File: config.mk
export PLATFORM = sky130hd
export DESIGN_NAME = memory_request_latency_bandwidth_queue
export DESIGN_NICKNAME = d
export VERILOG_FILES = /design/src/mrlbq_pkg.sv /design/src/mrlbq_ctrl.sv /design/src/mrlbq_dp.sv /design/src/memory_request_latency_bandwidth_queue.sv
export SDC_FILE = /design/constraint.sdc
export NUM_CORES = 1
export LEC_CHECK = 0
export BUFFER_PORTS_ARGS = -buffer_cell sky130_fd_sc_hd__buf_2
export CAP_MARGIN = 20
export CORE_ASPECT_RATIO = 0.75
export CORE_MARGIN = 10
export CORE_UTILIZATION = 45
export DETAILED_ROUTE_END_ITERATION = 12
export HOLD_SLACK_MARGIN = 0.08
export PLACE_DENSITY = 0.72
export SETUP_SLACK_MARGIN = 0.1
export SYNTH_ARGS = -nofsm -noshare
export SYNTH_HDL_FRONTEND = slang
export SYNTH_SLANG_ARGS = --single-unit
File: constraint.sdc
create_clock -name i_clk -period 5.5 [get_ports i_clk]
set_clock_uncertainty 0.15 [all_clocks]
set_input_delay 1.375 -clock i_clk [delete_from_list [all_inputs] [get_ports i_clk]]
set_output_delay 1.375 -clock i_clk [all_outputs]
set_load 0.05 [all_outputs]
File: src/mrlbq_pkg.sv
package mrlbq_pkg;

    // Number of in-order request slots.
    localparam int QUEUE_DEPTH = 16;

    localparam int IDX_W = (QUEUE_DEPTH > 1) ? $clog2(QUEUE_DEPTH) : 1;
    localparam int CNT_W = $clog2(QUEUE_DEPTH + 1);

    localparam int LAT_W     = 16;
    localparam int HDR_W     = 8;
    localparam int BW_W      = 8;
    localparam int MIF_W     = 5;
    localparam int WC_W      = 12;
    localparam int WORDS_W   = 13;
    localparam int OUT_CNT_W = 5;

    // Configuration register indexes; register i sits at byte address 4 * i.
    typedef enum logic [1:0] {
        REG_TOTAL_LATENCY   = 2'd0,
        REG_HEADER_WORDS    = 2'd1,
        REG_BANDWIDTH_WORDS = 2'd2,
        REG_MAX_IN_FLIGHT   = 2'd3
    } t_reg_index;

    typedef struct packed {
        logic            req_type;
        logic [WC_W-1:0] payload_words;
    } t_req;

    typedef struct packed {
        logic                 accepted;
        logic                 rejected_full;
        logic [OUT_CNT_W-1:0] completed_count;
        logic [OUT_CNT_W-1:0] free_slots;
    } t_rsp;

    typedef struct packed {
        logic [LAT_W-1:0] total_latency;
        logic [HDR_W-1:0] header_words;
        logic [BW_W-1:0]  bandwidth_words;
        logic [MIF_W-1:0] max_in_flight;
    } t_cfg;

    typedef struct packed {
        logic load;
        logic exec;
        logic walk;
        logic emit;
    } t_dp_cmd;

    typedef struct packed {
        logic item_is_req;
        logic walk_stop;
    } t_dp_sts;

endpackage

File: src/mrlbq_ctrl.sv
module mrlbq_ctrl
    import mrlbq_pkg::*;
(
    input  logic    i_clk,
    input  logic    i_rst_n,
    input  logic    i_req_valid,
    output logic    o_req_stall,
    output logic    o_rsp_valid,
    input  logic    i_rsp_stall,
    input  t_dp_sts i_sts,
    output t_dp_cmd o_cmd
);

    typedef enum logic [1:0] {
        ST_IDLE,
        ST_EXEC,
        ST_WALK,
        ST_FINISH
    } t_state;

    t_state r_state;
    t_state n_state;
    logic   r_rsp_valid;
    logic   n_rsp_valid;
    logic   accept;
    logic   emit;

    assign accept      = (r_state == ST_IDLE) && i_req_valid;
    assign emit        = (r_state == ST_FINISH) && (!r_rsp_valid || !i_rsp_stall);
    assign o_req_stall = (r_state != ST_IDLE);
    assign o_rsp_valid = r_rsp_valid;

    assign o_cmd.load = accept;
    assign o_cmd.exec = (r_state == ST_EXEC);
    assign o_cmd.walk = (r_state == ST_WALK);
    assign o_cmd.emit = emit;

    always_comb begin
        n_state = r_state;
        unique case (r_state)
            ST_IDLE: begin
                if (accept) begin
                    n_state = ST_EXEC;
                end
            end
            ST_EXEC: begin
                n_state = i_sts.item_is_req ? ST_FINISH : ST_WALK;
            end
            ST_WALK: begin
                if (i_sts.walk_stop) begin
                    n_state = ST_FINISH;
                end
            end
            ST_FINISH: begin
                if (emit) begin
                    n_state = ST_IDLE;
                end
            end
            default: n_state = ST_IDLE;
        endcase
    end

    always_comb begin
        n_rsp_valid = r_rsp_valid;
        priority if (emit) begin
            n_rsp_valid = 1'b1;
        end else if (!i_rsp_stall) begin
            n_rsp_valid = 1'b0;
        end
    end

    always_ff @(posedge i_clk) begin
        if (!i_rst_n) begin
            r_state     <= ST_IDLE;
            r_rsp_valid <= 1'b0;
        end else begin
            r_state     <= n_state;
            r_rsp_valid <= n_rsp_valid;
        end
    end

endmodule

File: src/mrlbq_dp.sv
module mrlbq_dp
    import mrlbq_pkg::*;
(
    input  logic    i_clk,
    input  logic    i_rst_n,
    input  t_cfg    i_cfg,
    input  t_req    i_req,
    input  t_dp_cmd i_cmd,
    output t_dp_sts o_sts,
    output t_rsp    o_rsp
);

    localparam int LIM_W = (CNT_W > MIF_W) ? CNT_W : MIF_W;

    typedef enum logic [1:0] {
        PH_EMPTY = 2'd0,
        PH_WAIT  = 2'd1,
        PH_XFER  = 2'd2
    } t_phase;

    t_phase             r_phase [QUEUE_DEPTH];
    logic [LAT_W-1:0]   r_lat   [QUEUE_DEPTH];
    logic [WORDS_W-1:0] r_words [QUEUE_DEPTH];
    logic [IDX_W-1:0]   r_head;
    logic [IDX_W-1:0]   r_tail;
    logic [CNT_W-1:0]   r_occ;
    logic [BW_W-1:0]    r_budget;
    logic [CNT_W-1:0]   r_retired;
    logic               r_acc;
    logic               r_rej;
    t_req               r_item;
    t_rsp               r_rsp;

    logic [LIM_W-1:0]   lim;
    logic [LIM_W-1:0]   occ_ext;
    logic [LIM_W-1:0]   free_cnt;
    logic               has_free;
    logic               head_xfer;
    logic [WORDS_W-1:0] head_words;
    logic               budget_short;
    logic               walk_stop;
    logic               do_issue;
    logic               do_retire;
    logic               do_partial;
    logic               do_count;
    logic [IDX_W-1:0]   head_inc;
    logic [IDX_W-1:0]   tail_inc;
    logic [WORDS_W-1:0] new_words;

    // Slot limit is the smaller of the programmed limit and the queue depth.
    assign lim = (LIM_W'(i_cfg.max_in_flight) > LIM_W'(QUEUE_DEPTH)) ?
                 LIM_W'(QUEUE_DEPTH) : LIM_W'(i_cfg.max_in_flight);
    assign occ_ext  = LIM_W'(r_occ);
    assign has_free = (occ_ext < lim);
    assign free_cnt = has_free ? (lim - occ_ext) : '0;

    assign head_xfer    = (r_occ != '0) && (r_phase[r_head] == PH_XFER);
    assign head_words   = r_words[r_head];
    assign budget_short = (WORDS_W'(r_budget) < head_words);
    assign walk_stop    = !head_xfer || (r_budget == '0) || budget_short;

    assign do_issue   = i_cmd.exec && r_item.req_type && has_free;
    assign do_retire  = i_cmd.walk && !walk_stop;
    assign do_partial = i_cmd.walk && walk_stop && head_xfer && (r_budget != '0);
    assign do_count   = i_cmd.walk && walk_stop;

    assign head_inc = (r_head == IDX_W'(QUEUE_DEPTH - 1)) ? '0 : r_head + 1'b1;
    assign tail_inc = (r_tail == IDX_W'(QUEUE_DEPTH - 1)) ? '0 : r_tail + 1'b1;

    assign new_words = WORDS_W'(r_item.payload_words) + WORDS_W'({i_cfg.header_words, 1'b0});

    assign o_sts.item_is_req = r_item.req_type;
    assign o_sts.walk_stop   = walk_stop;
    assign o_rsp             = r_rsp;

    // Slot phases and queue pointers.
    always_ff @(posedge i_clk) begin
        if (!i_rst_n) begin
            for (int i = 0; i < QUEUE_DEPTH; i++) begin
                r_phase[i] <= PH_EMPTY;
            end
            r_head <= '0;
            r_tail <= '0;
            r_occ  <= '0;
        end else begin
            if (do_issue) begin
                r_phase[r_tail] <= (i_cfg.total_latency != '0) ? PH_WAIT : PH_XFER;
                r_tail          <= tail_inc;
                r_occ           <= r_occ + 1'b1;
            end
            if (do_retire) begin
                r_phase[r_head] <= PH_EMPTY;
                r_head          <= head_inc;
                r_occ           <= r_occ - 1'b1;
            end
            if (do_count) begin
                for (int i = 0; i < QUEUE_DEPTH; i++) begin
                    if ((r_phase[i] == PH_WAIT) && (r_lat[i] <= LAT_W'(1))) begin
                        r_phase[i] <= PH_XFER;
                    end
                end
            end
        end
    end

    // Per-slot latency and remaining word counts.
    always_ff @(posedge i_clk) begin
        if (do_issue) begin
            r_lat[r_tail]   <= i_cfg.total_latency;
            r_words[r_tail] <= new_words;
        end
        if (do_partial) begin
            r_words[r_head] <= head_words - WORDS_W'(r_budget);
        end
        if (do_count) begin
            for (int i = 0; i < QUEUE_DEPTH; i++) begin
                if ((r_phase[i] == PH_WAIT) && (r_lat[i] > LAT_W'(1))) begin
                    r_lat[i] <= r_lat[i] - 1'b1;
                end
            end
        end
    end

    // Item, walk budget and result.
    always_ff @(posedge i_clk) begin
        if (i_cmd.load) begin
            r_item <= i_req;
        end
        if (i_cmd.exec) begin
            r_acc     <= do_issue;
            r_rej     <= r_item.req_type && !has_free;
            r_budget  <= i_cfg.bandwidth_words;
            r_retired <= '0;
        end
        if (do_retire) begin
            r_budget  <= r_budget - BW_W'(head_words);
            r_retired <= r_retired + 1'b1;
        end
        if (i_cmd.emit) begin
            r_rsp.accepted        <= r_acc;
            r_rsp.rejected_full   <= r_rej;
            r_rsp.completed_count <= OUT_CNT_W'(r_retired);
            r_rsp.free_slots      <= OUT_CNT_W'(free_cnt);
        end
    end

    a_occ_bound: assert property (@(posedge i_clk) disable iff (!i_rst_n)
        r_occ <= CNT_W'(QUEUE_DEPTH))
        else $error("occupancy exceeds queue depth");

    a_empty_ptrs: assert property (@(posedge i_clk) disable iff (!i_rst_n)
        (r_occ == '0) |-> (r_head == r_tail))
        else $error("empty queue with head and tail apart");

    a_retire_dec: assert property (@(posedge i_clk) disable iff (!i_rst_n)
        do_retire |=> (r_occ == $past(r_occ) - 1'b1))
        else $error("retire did not lower occupancy");

    a_issue_inc: assert property (@(posedge i_clk) disable iff (!i_rst_n)
        do_issue |=> (r_occ == $past(r_occ) + 1'b1) && r_acc)
        else $error("issued request not counted");

endmodule

File: src/memory_request_latency_bandwidth_queue.sv
// A new request is captured, executed, and its result registered in the finish
// state. A tick also walks the queue: one retired head slot per walk cycle,
// plus the walk cycle that ends the walk and counts every waiting slot down.
// The next request is accepted in the cycle after a result is registered, so
// requests are taken one at a time; the result waits while the output stalls.
// Synchronous active-low reset empties every slot and loads default config.
module memory_request_latency_bandwidth_queue
    import mrlbq_pkg::*;
(
    input  logic        i_clk,
    input  logic        i_rst_n,

    input  logic        i_req_valid,
    output logic        o_req_stall,
    input  t_req        i_req,

    output logic        o_rsp_valid,
    input  logic        i_rsp_stall,
    output t_rsp        o_rsp,

    input  logic        psel,
    input  logic        penable,
    input  logic        pwrite,
    input  logic [3:0]  paddr,
    input  logic [31:0] pwdata,
    output logic [31:0] prdata,
    output logic        pready
);

    // Register indexes come from the package; each register sits at byte
    // address 4 * index.
    t_cfg    r_cfg;
    t_dp_cmd dp_cmd;
    t_dp_sts dp_sts;
    logic    cfg_wr;
    logic [1:0] reg_idx;

    // The APB port never inserts wait states. Writes are only expected while
    // the queue is idle, so the datapath sees the new value on the next item.
    assign pready  = 1'b1;
    assign reg_idx = paddr[3:2];
    assign cfg_wr  = psel && penable && pwrite;

    always_ff @(posedge i_clk) begin
        if (!i_rst_n) begin
            r_cfg.total_latency   <= LAT_W'(100);
            r_cfg.header_words    <= HDR_W'(1);
            r_cfg.bandwidth_words <= BW_W'(4);
            r_cfg.max_in_flight   <= MIF_W'(16);
        end else if (cfg_wr) begin
            unique case (reg_idx)
                REG_TOTAL_LATENCY:   r_cfg.total_latency   <= pwdata[LAT_W-1:0];
                REG_HEADER_WORDS:    r_cfg.header_words    <= pwdata[HDR_W-1:0];
                REG_BANDWIDTH_WORDS: r_cfg.bandwidth_words <= pwdata[BW_W-1:0];
                REG_MAX_IN_FLIGHT:   r_cfg.max_in_flight   <= pwdata[MIF_W-1:0];
                default: ;
            endcase
        end
    end

    // Read back is combinational from the configuration registers.
    always_comb begin
        unique case (reg_idx)
            REG_TOTAL_LATENCY:   prdata = 32'(r_cfg.total_latency);
            REG_HEADER_WORDS:    prdata = 32'(r_cfg.header_words);
            REG_BANDWIDTH_WORDS: prdata = 32'(r_cfg.bandwidth_words);
            REG_MAX_IN_FLIGHT:   prdata = 32'(r_cfg.max_in_flight);
            default:             prdata = '0;
        endcase
    end

    // The controller sequences each request: capture, execute (issue or
    // reject a request, or start a tick), walk the head of the queue for a
    // tick, and finally register the result once the output side can take it.
    mrlbq_ctrl u_ctrl (
        .i_clk       (i_clk),
        .i_rst_n     (i_rst_n),
        .i_req_valid (i_req_valid),
        .o_req_stall (o_req_stall),
        .o_rsp_valid (o_rsp_valid),
        .i_rsp_stall (i_rsp_stall),
        .i_sts       (dp_sts),
        .o_cmd       (dp_cmd)
    );

    // The datapath holds the slot queue. During a tick it spends the word
    // budget on the head slot each cycle, retiring it when its transfer
    // completes, and on the last walk cycle counts down every waiting slot.
    mrlbq_dp u_dp (
        .i_clk   (i_clk),
        .i_rst_n (i_rst_n),
        .i_cfg   (r_cfg),
        .i_req   (i_req),
        .i_cmd   (dp_cmd),
        .o_sts   (dp_sts),
        .o_rsp   (o_rsp)
    );

endmodule
==> results of run 1 <==
==> critical path, delay by kind of cell (launching register included) <==
family / cells / cell delay [ns]
buffers and inverters: 2 / 0.54
adder cells (fa/ha/maj): 1 / 0.44
AND/OR/NAND/NOR: 3 / 0.89
flip-flops: 1 / 0.64
multiplexers: 2 / 0.91
AO/OA/AOI/OAI: 5 / 1.15
==> sequential cells by signal, indices dropped and copies added (netlist names), named ones only <==
name                cells
r_cfg                  37
u_ctrl.o_rsp_valid      1
u_ctrl.r_state          2
u_dp.o_rsp             12
u_dp.o_sts              1
u_dp.occ_ext            5
u_dp.r_acc              1
u_dp.r_budget           8
u_dp.r_head             4
u_dp.r_item            12
u_dp.r_lat            256
u_dp.r_phase           32
u_dp.r_rej              1
u_dp.r_retired          5
u_dp.r_tail             4
u_dp.r_words          208
==> where the power goes <==
group | total, W | switching, W | internal (W)
clock network | 0.00380 | 0.00171 | 0.00209
logic | 0.00183 | 0.00122 | 0.000609
registers | 0.00555 | 0.000186 | 0.00536
==> cell usage after synthesis (7+ instances only) <==
cell	count
dfxtp_1	57
buf_2	55
mux2i_1	35
nor2b_1	24
clkbuf_1	41
nand2b_1	29
nor3_2	9
nor4_1	41
xnor2_1	160
xor2_1	80
buf_1	8
ha_1	75
inv_1	83
buf_4	30
edfxtp_1	536
or4_4	8
nor3_1	97
nand2_1	302
nand3b_1	7
nand3_1	49
or4_1	22
a31oi_1	8
o21ai_0	136
mux2_2	7
mux2_1	7
o31ai_1	16
a21oi_1	127
and2_1	17
o21a_1	7
or3_1	27
nand4_1	14
o32ai_1	14
mux4_2	66
buf_6	25
and3_1	8
nor2_1	236
a21o_1	25
o211ai_1	9
o21ai_1	72
==> per-layer routing <==
layer | up-vias | routed length [um]
met2 | 996 | 35600
met4 | 0 | 1770
met5 | - | 0
li1 | 10000 | -
met1 | 10700 | 34600
met3 | 125 | 7260
==> stage by stage <==
| stage | setup WS [ns] | std cells | utilization, % |
|---|---|---|---|
| 5_1_grt | 0.185 | 3764 | 50.3 |
| 4_1_cts | 0.432 | 3757 | 50.2 |
| 2_1_floorplan | 0.0197 | 2714 | - |
| 6_report | 0.459 | 3764 | 50.3 |
| 3_3_place_gp | 0.495 | 3653 | 47.7 |
| 3_5_place_dp | 0.483 | 3653 | 47.7 |
==> cell families (layout without fill, tap and decap cells) <==
kind of cell	count (synthesis)	after routing	synth area share [%]
and+or+nand+nor	942	942	15.0
DFF	593	593	55.1
AOI/OAI and AO/OA	475	475	9.04
buffers and inverters	248	363	4.20
xor gates and xnor gates	240	240	6.72
muxes	119	119	6.59
adders and majority gates	80	80	3.32
other	2	17	0.0240
==> layout make-up <==
cell class / instances / area (um^2)
clock inverters: 22 / 220
flip-flops and latches: 593 / 17200
inverters: 85 / 323
well taps: 935 / 1170
clock buffers: 82 / 1540
multi-input cells: 1873 / 12900
fillers: 5885 / 34100
repair buffers: 174 / 1160
==> worst paths after layout <==
kind | startpoint | to | slack [ns] | cells past startpoint
min reg2reg | u_dp.r_acc | u_dp.o_rsp[11] | 0.28 | 0
max | flop | u_dp.r_lat[1][15] | 0.46 | 13
min | u_dp.r_acc | u_dp.o_rsp[11] | 0.28 | 0
max reg2reg | flop | u_dp.r_lat[1][15] | 0.46 | 13
==> repair_timing <==
| item | in CTS | in global routing |
|---|---|---|
| gates resized for setup | 0 | 1 |
| endpoints found under the setup margin | 0 | 1 |
| setup buffers | 0 | 6 |
==> summary.txt, run 1 <==
Route
  – Vias per std cell: 5.81
  – Post-route ant nets: 0
  – Number of remaining DRC errors: 0
  – 1st-pass router iterations: 5
  – DRT iter0 DRCs: between 2000 and 2500
  – Final WL: 79200 um
  – Drt wl/cell: 21.1 um
  – Routed vias: 21900

Power and ir drop
  – Max IR drop VDD: 0.289 mV
  – Leakage power: 11.7 nW
  – Pwr Total: around 0.011 W
  – PwrDens: 324 nW/um^2

Logic synthesis
  – Synth Flop Type: edfxtp_1
  – Top cell type's share of synthesized area: roughly half
  – Cell type with the largest total area after synthesis: edfxtp_1
  – EDFF count, synth: 536
  – Top cells by area, synth: edfxtp_1, mux4_2, xnor2_1
  – Yosys cell types: 96
  – Sequential-to-total area share from yosys stat: a little under three fifths
  – Asr flop ratio synth: 0%
  – Syn Area/Cell: 11.6 um^2
  – Post-Syn Instances: 2699
  – Yosys synthesis warning count: 0
  – Synthesized flop and latch total: 593
  – Synth Cell Area: 31300 um^2

CTS
  – Htree depth: 2
  – Root buf cell: clkbuf_16
  – # hold bufs at CTS: 0
  – CTS Sinks: 593
  – Later-pin clock latency in the skew report: 0.64 ns
  – Worst-path clk slew: 0.06 ns
  – CTS tree: done
  – Longest Clk Path Bufs: 3
  – CTS Buf Count: 56

Worst setup path
  – Critical Path RT: around 5.7 ns
  – Crit Path Class: reg -> reg
  – CP Capture Type: flop
  – CP max stage delay: 0.71 ns
  – Worst path cell trace: buf_4 -> mux4_2 -> mux4_2 -> ha_1 -> nand2_1 -> o21ai_0 -> a221oi_1 -> o21ba_2 -> a31o_2 -> or4_1 -> buf_4 -> nand2_1 -> o21ai_0
  – Crit start category: flop
  – Critical path arrival: around 5.3 ns
  – Slowest stage cell, crit path: or4_1
  – Worst Path Max Fanout: 28

Floorplan
  – FP Rows: 83
  – Core ar.: ~70000 um^2
  – Starting density of the core: 45.6%
  – Chip Height: 248 um
  – I/O pin count: 103
  – Die Area: ~80000 um^2
  – Die Wd: 324 um

Placed design
  – Final GP Congestion: 0.902
  – # port buffers: 67
  – Final HPWL DP: 52900 um
  – Placed Area: ~33000 um^2

Job
  – # Max-Cap Violations: 0

Timing
  – Actual slew at the worst max-slew pin: 1.00 ns
  – Hold slack: roughly 0.28 ns
  – Maximum clock frequency: 198 MHz
  – Final TNS setup: 0 ns
  – Max-slew headroom: 32.8%
  – Tmin final: between 5 and 6 ns
  – # setup viols final: 0
  – Fin. Hold Viols: 0
  – Fin crit share: 91.7%
  – RSZ-0062 raised after global routing: false
  – Slew Limit Fails: 0

Layout
  – Final instance area: 34600 um^2
  – Final net count: 2919
  – N_diodes: 0
  – Layout area overhead: 10.5%
  – Most frequent cells in the layout: edfxtp_1, nand2_1, nor2_1
  – Share of cells above drive strength 1: around 14%
  – Commonest non-fill, non-tap cell in the layout: edfxtp_1

Global route
  – GRT overflow: 0
  – GR met3 Demand/Resource: 3.26%
  – GR Util met2: 29.6%
  – Global routing's busiest layer: met2
  – GR Layer Usage met1: 27.5%
  – GRT Util Overall: 19.1%
  – Vias in the first global route: 21000
  – Initial antenna violation count: 2
  – First-pass GRT wire length: 122000 um
  – Largest net degree at the start of global routing: 39

Min path
  – Hold crit path type: reg -> reg

Outcome
  – Status: finished clean
Note: power is estimated with default switching activity, not from simulation.
==> inputs of run 2 (changes only) <==
--- a/config.mk
+++ b/config.mk
@@ -11,8 +11,9 @@
 export CORE_MARGIN = 10
 export CORE_UTILIZATION = 45
 export DETAILED_ROUTE_END_ITERATION = 12
+export GPL_TIMING_DRIVEN = 0
 export HOLD_SLACK_MARGIN = 0.08
-export PLACE_DENSITY = 0.72
+export PLACE_DENSITY = 0.7
 export SETUP_SLACK_MARGIN = 0.1
 export SYNTH_ARGS = -nofsm -noshare
 export SYNTH_HDL_FRONTEND = slang
==> constraint.sdc (replaced) <==
create_clock -name i_clk -period 4.9 [get_ports i_clk]
set_clock_uncertainty 0.15 [all_clocks]
set_input_delay 1.225 -clock i_clk [delete_from_list [all_inputs] [get_ports i_clk]]
set_output_delay 1.225 -clock i_clk [all_outputs]
set_load 0.05 [all_outputs]
==> run 2 against run 1 <==
  * Critical path depth increased by 6
  * Combinational power increased by 52%
  * Register-to-register slack got worse by 0.43 ns
  * Die area unchanged
  * Clock-buffer cell count decreased by 8
  * Sequential share of layout area decreased by 4.4 points
  * Global-route usage increased by 2.1 points
  * Final cell count increased by 5.0%
  * Clock power increased by 14%
  * Worst hold slack improved by 0.033 ns
  * Maximum frequency increased by 3.4%
  * Largest power group unchanged
==> summary.txt, run 2 (synthesis gave the netlist of run 1 again) <==
Timing
  – Fin. Hold Viols: 0 (unchanged)
  – Maximum clock frequency: 205 MHz (+3.4%)
  – Final WS setup: 0.0267 ns (-0.432 ns)
  – Actual slew at the worst max-slew pin: 1.19 ns (+0.188 ns)
  – RSZ-0062 raised after global routing: true
  – Tmin final: 4.87 ns (-0.168 ns)
  – Fin crit share: 99.5% (+7.8 points)
  – Max-slew headroom: 19.9% (-13 points)
  – Final TNS setup: 0 ns (unchanged)
  – Slew Limit Fails: 0 (unchanged)
  – # setup viols final: 0 (unchanged)

Job
  – # Max-Cap Violations: 0 (unchanged)

Floorplan
  – Die Wd: 324 um (unchanged)
  – Core ar.: 68600 um^2 (unchanged)
  – Starting density of the core: 45.6% (unchanged)
  – Chip Height: 248 um (unchanged)
  – Die Area: 80600 um^2 (unchanged)
  – FP Rows: 83 (unchanged)
  – I/O pin count: 103 (unchanged)

Worst setup path
  – Critical Path Most Common Cell: buf_12
  – CP max stage delay: 0.59 ns (-0.12 ns)
  – Crit Path Class: reg -> reg
  – Top Family by Delay on Critical Path: buffers and inverters
  – WP buf/inv: 8 (+6)
  – Worst path cell trace: buf_12 -> buf_12 -> clkbuf_16 -> buf_4 -> mux4_2 -> mux4_2 -> ha_4 -> buf_6 -> nand3_4 -> nor2_4 -> a221oi_4 -> o21ba_4 -> a31o_4 -> buf_12 -> or4_4 -> buf_12 -> buf_8 -> nand2_1 -> o21ai_4
  – Crit start category: flop
  – Slowest stage cell, crit path: mux4_2
  – CP Capture Type: flop
  – Critical Path RT: 5.13 ns (-0.58 ns)
  – Critical path arrival: 5.10 ns (-0.15 ns)
  – Worst Path Max Fanout: 8 (-71%)

Power and ir drop
  – P_int: 0.00940 W (+17%)
  – Switching Fraction: 29.5% (+1.6 points)
  – PwrDens: 351 nW/um^2 (+8.6%)
  – Clock power share: 32.4% (-1.6 points)
  – Psw: 0.00393 W (+26%)
  – Leakage power: 13.0 nW (+11%)
  – Max IR drop VDD: 0.242 mV (-17%)
  – Reg power frac: 46.7% (-2.9 points)
  – Combinational Power Share: 20.9% (+4.5 points)

Route
  – Vias per std cell: 6.00 (+3.3%)
  – DRT iter0 DRCs: 3136 (+38%)
  – Post-route ant nets: 0 (unchanged)
  – Drt wl/cell: 22.9 um (+9.0%)
  – Final WL: 90700 um (+14%)
  – 1st-pass router iterations: 6 (+1)
  – Number of remaining DRC errors: 0 (unchanged)
  – Routed vias: 23700 (+8.5%)

Layout
  – FF/Latch Area: 17200 um^2 (about the same)
  – Regs by FF count: u_dp.r_lat: 256 flops, u_dp.r_words: 208 flops, r_cfg: 37 flops
  – Fillers: 5434 (-7.7%)
  – Final net count: 3104 (+6.3%)
  – Max reg flops: 256 (unchanged)
  – Layout area overhead: 21.2%
  – Multi-input logic area: 14100 um^2 (+9.7%)
  – Top reg by flops: u_dp.r_lat
  – Share of cells above drive strength 1: 22.7% (+8.6 points)
  – Most frequent cells in the layout: edfxtp_1, nand2_1, nor2_1
  – Commonest non-fill, non-tap cell in the layout: edfxtp_1

CTS
  – CTS Buf Count: 56 (unchanged)
  – Later-pin clock latency in the skew report: 0.66 ns (+0.02 ns)
  – Root buf cell: clkbuf_16
  – Worst-path clk slew: 0.07 ns (about the same)
  – Htree depth: 2 (unchanged)
  – Longest Clk Path Bufs: 3 (unchanged)
  – CTS Sinks: 593 (unchanged)
  – CTS tree: done

Global route
  – Largest net degree at the start of global routing: 18 (-54%)
  – Vias in the first global route: 22800 (+8.4%)
  – Initial antenna violation count: 1 (-1)
  – First-pass GRT wire length: 135000 um (+10%)
  – GRT overflow: 0 (unchanged)
  – GRT Util Overall: 21.1% (+2.1 points)

Outcome
  – Status: finished clean

Min path
  – Hold crit path type: reg -> reg
  – Hold_sp: u_dp.r_acc

Placed design
  – Dpl ws: -1.62 ns (-2.10 ns)
  – Final GP Congestion: 0.918 (+1.8%)
  – # port buffers: 67 (unchanged)
  – Final HPWL DP: 58100 um (+9.9%)
## run 2: cell types whose count changed in the layout (fill, tap and decap cells not counted), sizes merged
| cell | change |
|---|---|
| a21o | +4 |
| buf | +118 |
| clkbuf | +49 |
| clkinv | +9 |
| diode | +1 |
| nand2 | +6 |
## run 2: metrics by stage
step | cells | utilization [%] | area, um^2 | total power (W) | hold slack [ns]
after global placement | 3716 | 48.2 | 33100 | 0.00829 | 0.315
after CTS | 3892 | 53.2 | 36500 | 0.0130 | 0.319
final | 3951 | 55.3 | 37900 | 0.0133 | 0.308
after floorplan | 2714 | - | 31600 | 0.00774 | 0.250
after global routing | 3950 | 55.3 | 37900 | 0.0138 | 0.326
after detailed placement | 3728 | 48.7 | 33400 | 0.00843 | 0.313
## run 2: path summary, 6_finish.rpt
| check | endpoint | slack, ns | cells past startpoint |
|---|---|---|---|
| min reg2reg | u_dp.o_rsp[11] | 0.31 | 0 |
| max reg2reg | u_dp.r_lat[1][3] | 0.03 | 19 |
| min | u_dp.o_rsp[11] | 0.31 | 0 |
| max | u_dp.r_lat[1][3] | 0.03 | 19 |
## run 2: worst register-to-register path, cell delays in order, from the launching register on
cell and delay, ns:
dfxtp_2 0.35, buf_12 0.11, buf_12 0.15, clkbuf_16 0.17, buf_4 0.10, mux4_2 0.49, mux4_2 0.59, ha_4 0.36
buf_6 0.12, nand3_4 0.06, nor2_4 0.14, a221oi_4 0.10, o21ba_4 0.23, a31o_4 0.30, buf_12 0.17, or4_4 0.54
buf_12 0.18, buf_8 0.13, nand2_1 0.10, o21ai_4 0.08
## run 2: power groups by stage
stage | logic, W | registers, W | clock network (W)
global placement | 0.00197 | 0.00632 | 0
finish | 0.00278 | 0.00623 | 0.00432
CTS | 0.00242 | 0.00622 | 0.00433
global route | 0.00295 | 0.00625 | 0.00455
floorplan | 0.00143 | 0.00631 | 0
detailed placement | 0.00210 | 0.00633 | 0
## run 2: layout make-up
type,count,share of cell area [%]
multi-input combinational,1883,37.3
tap,935,3.08
clock inverter,31,0.792
clock buffer,74,3.90
buffer,156,3.61
sequential,593,45.4
antenna,1,0.00660
timing repair buffer,193,5.01
inverter,85,0.841
## run 2: layer usage
layer	GRT usage (%)	part of all wire (%)
met5	0	0
met4	6.58	2.9
met3	3.95	11
met2	32.9	45
met1	29.9	42
## run 2: repair_timing
action,4_1_cts,5_1_grt
setup endpoints to repair,1033,988
gates cloned,9,20
gates resized for setup,138,185
setup buffers,53,41
hold buffers,0,0
pin swaps,35,40
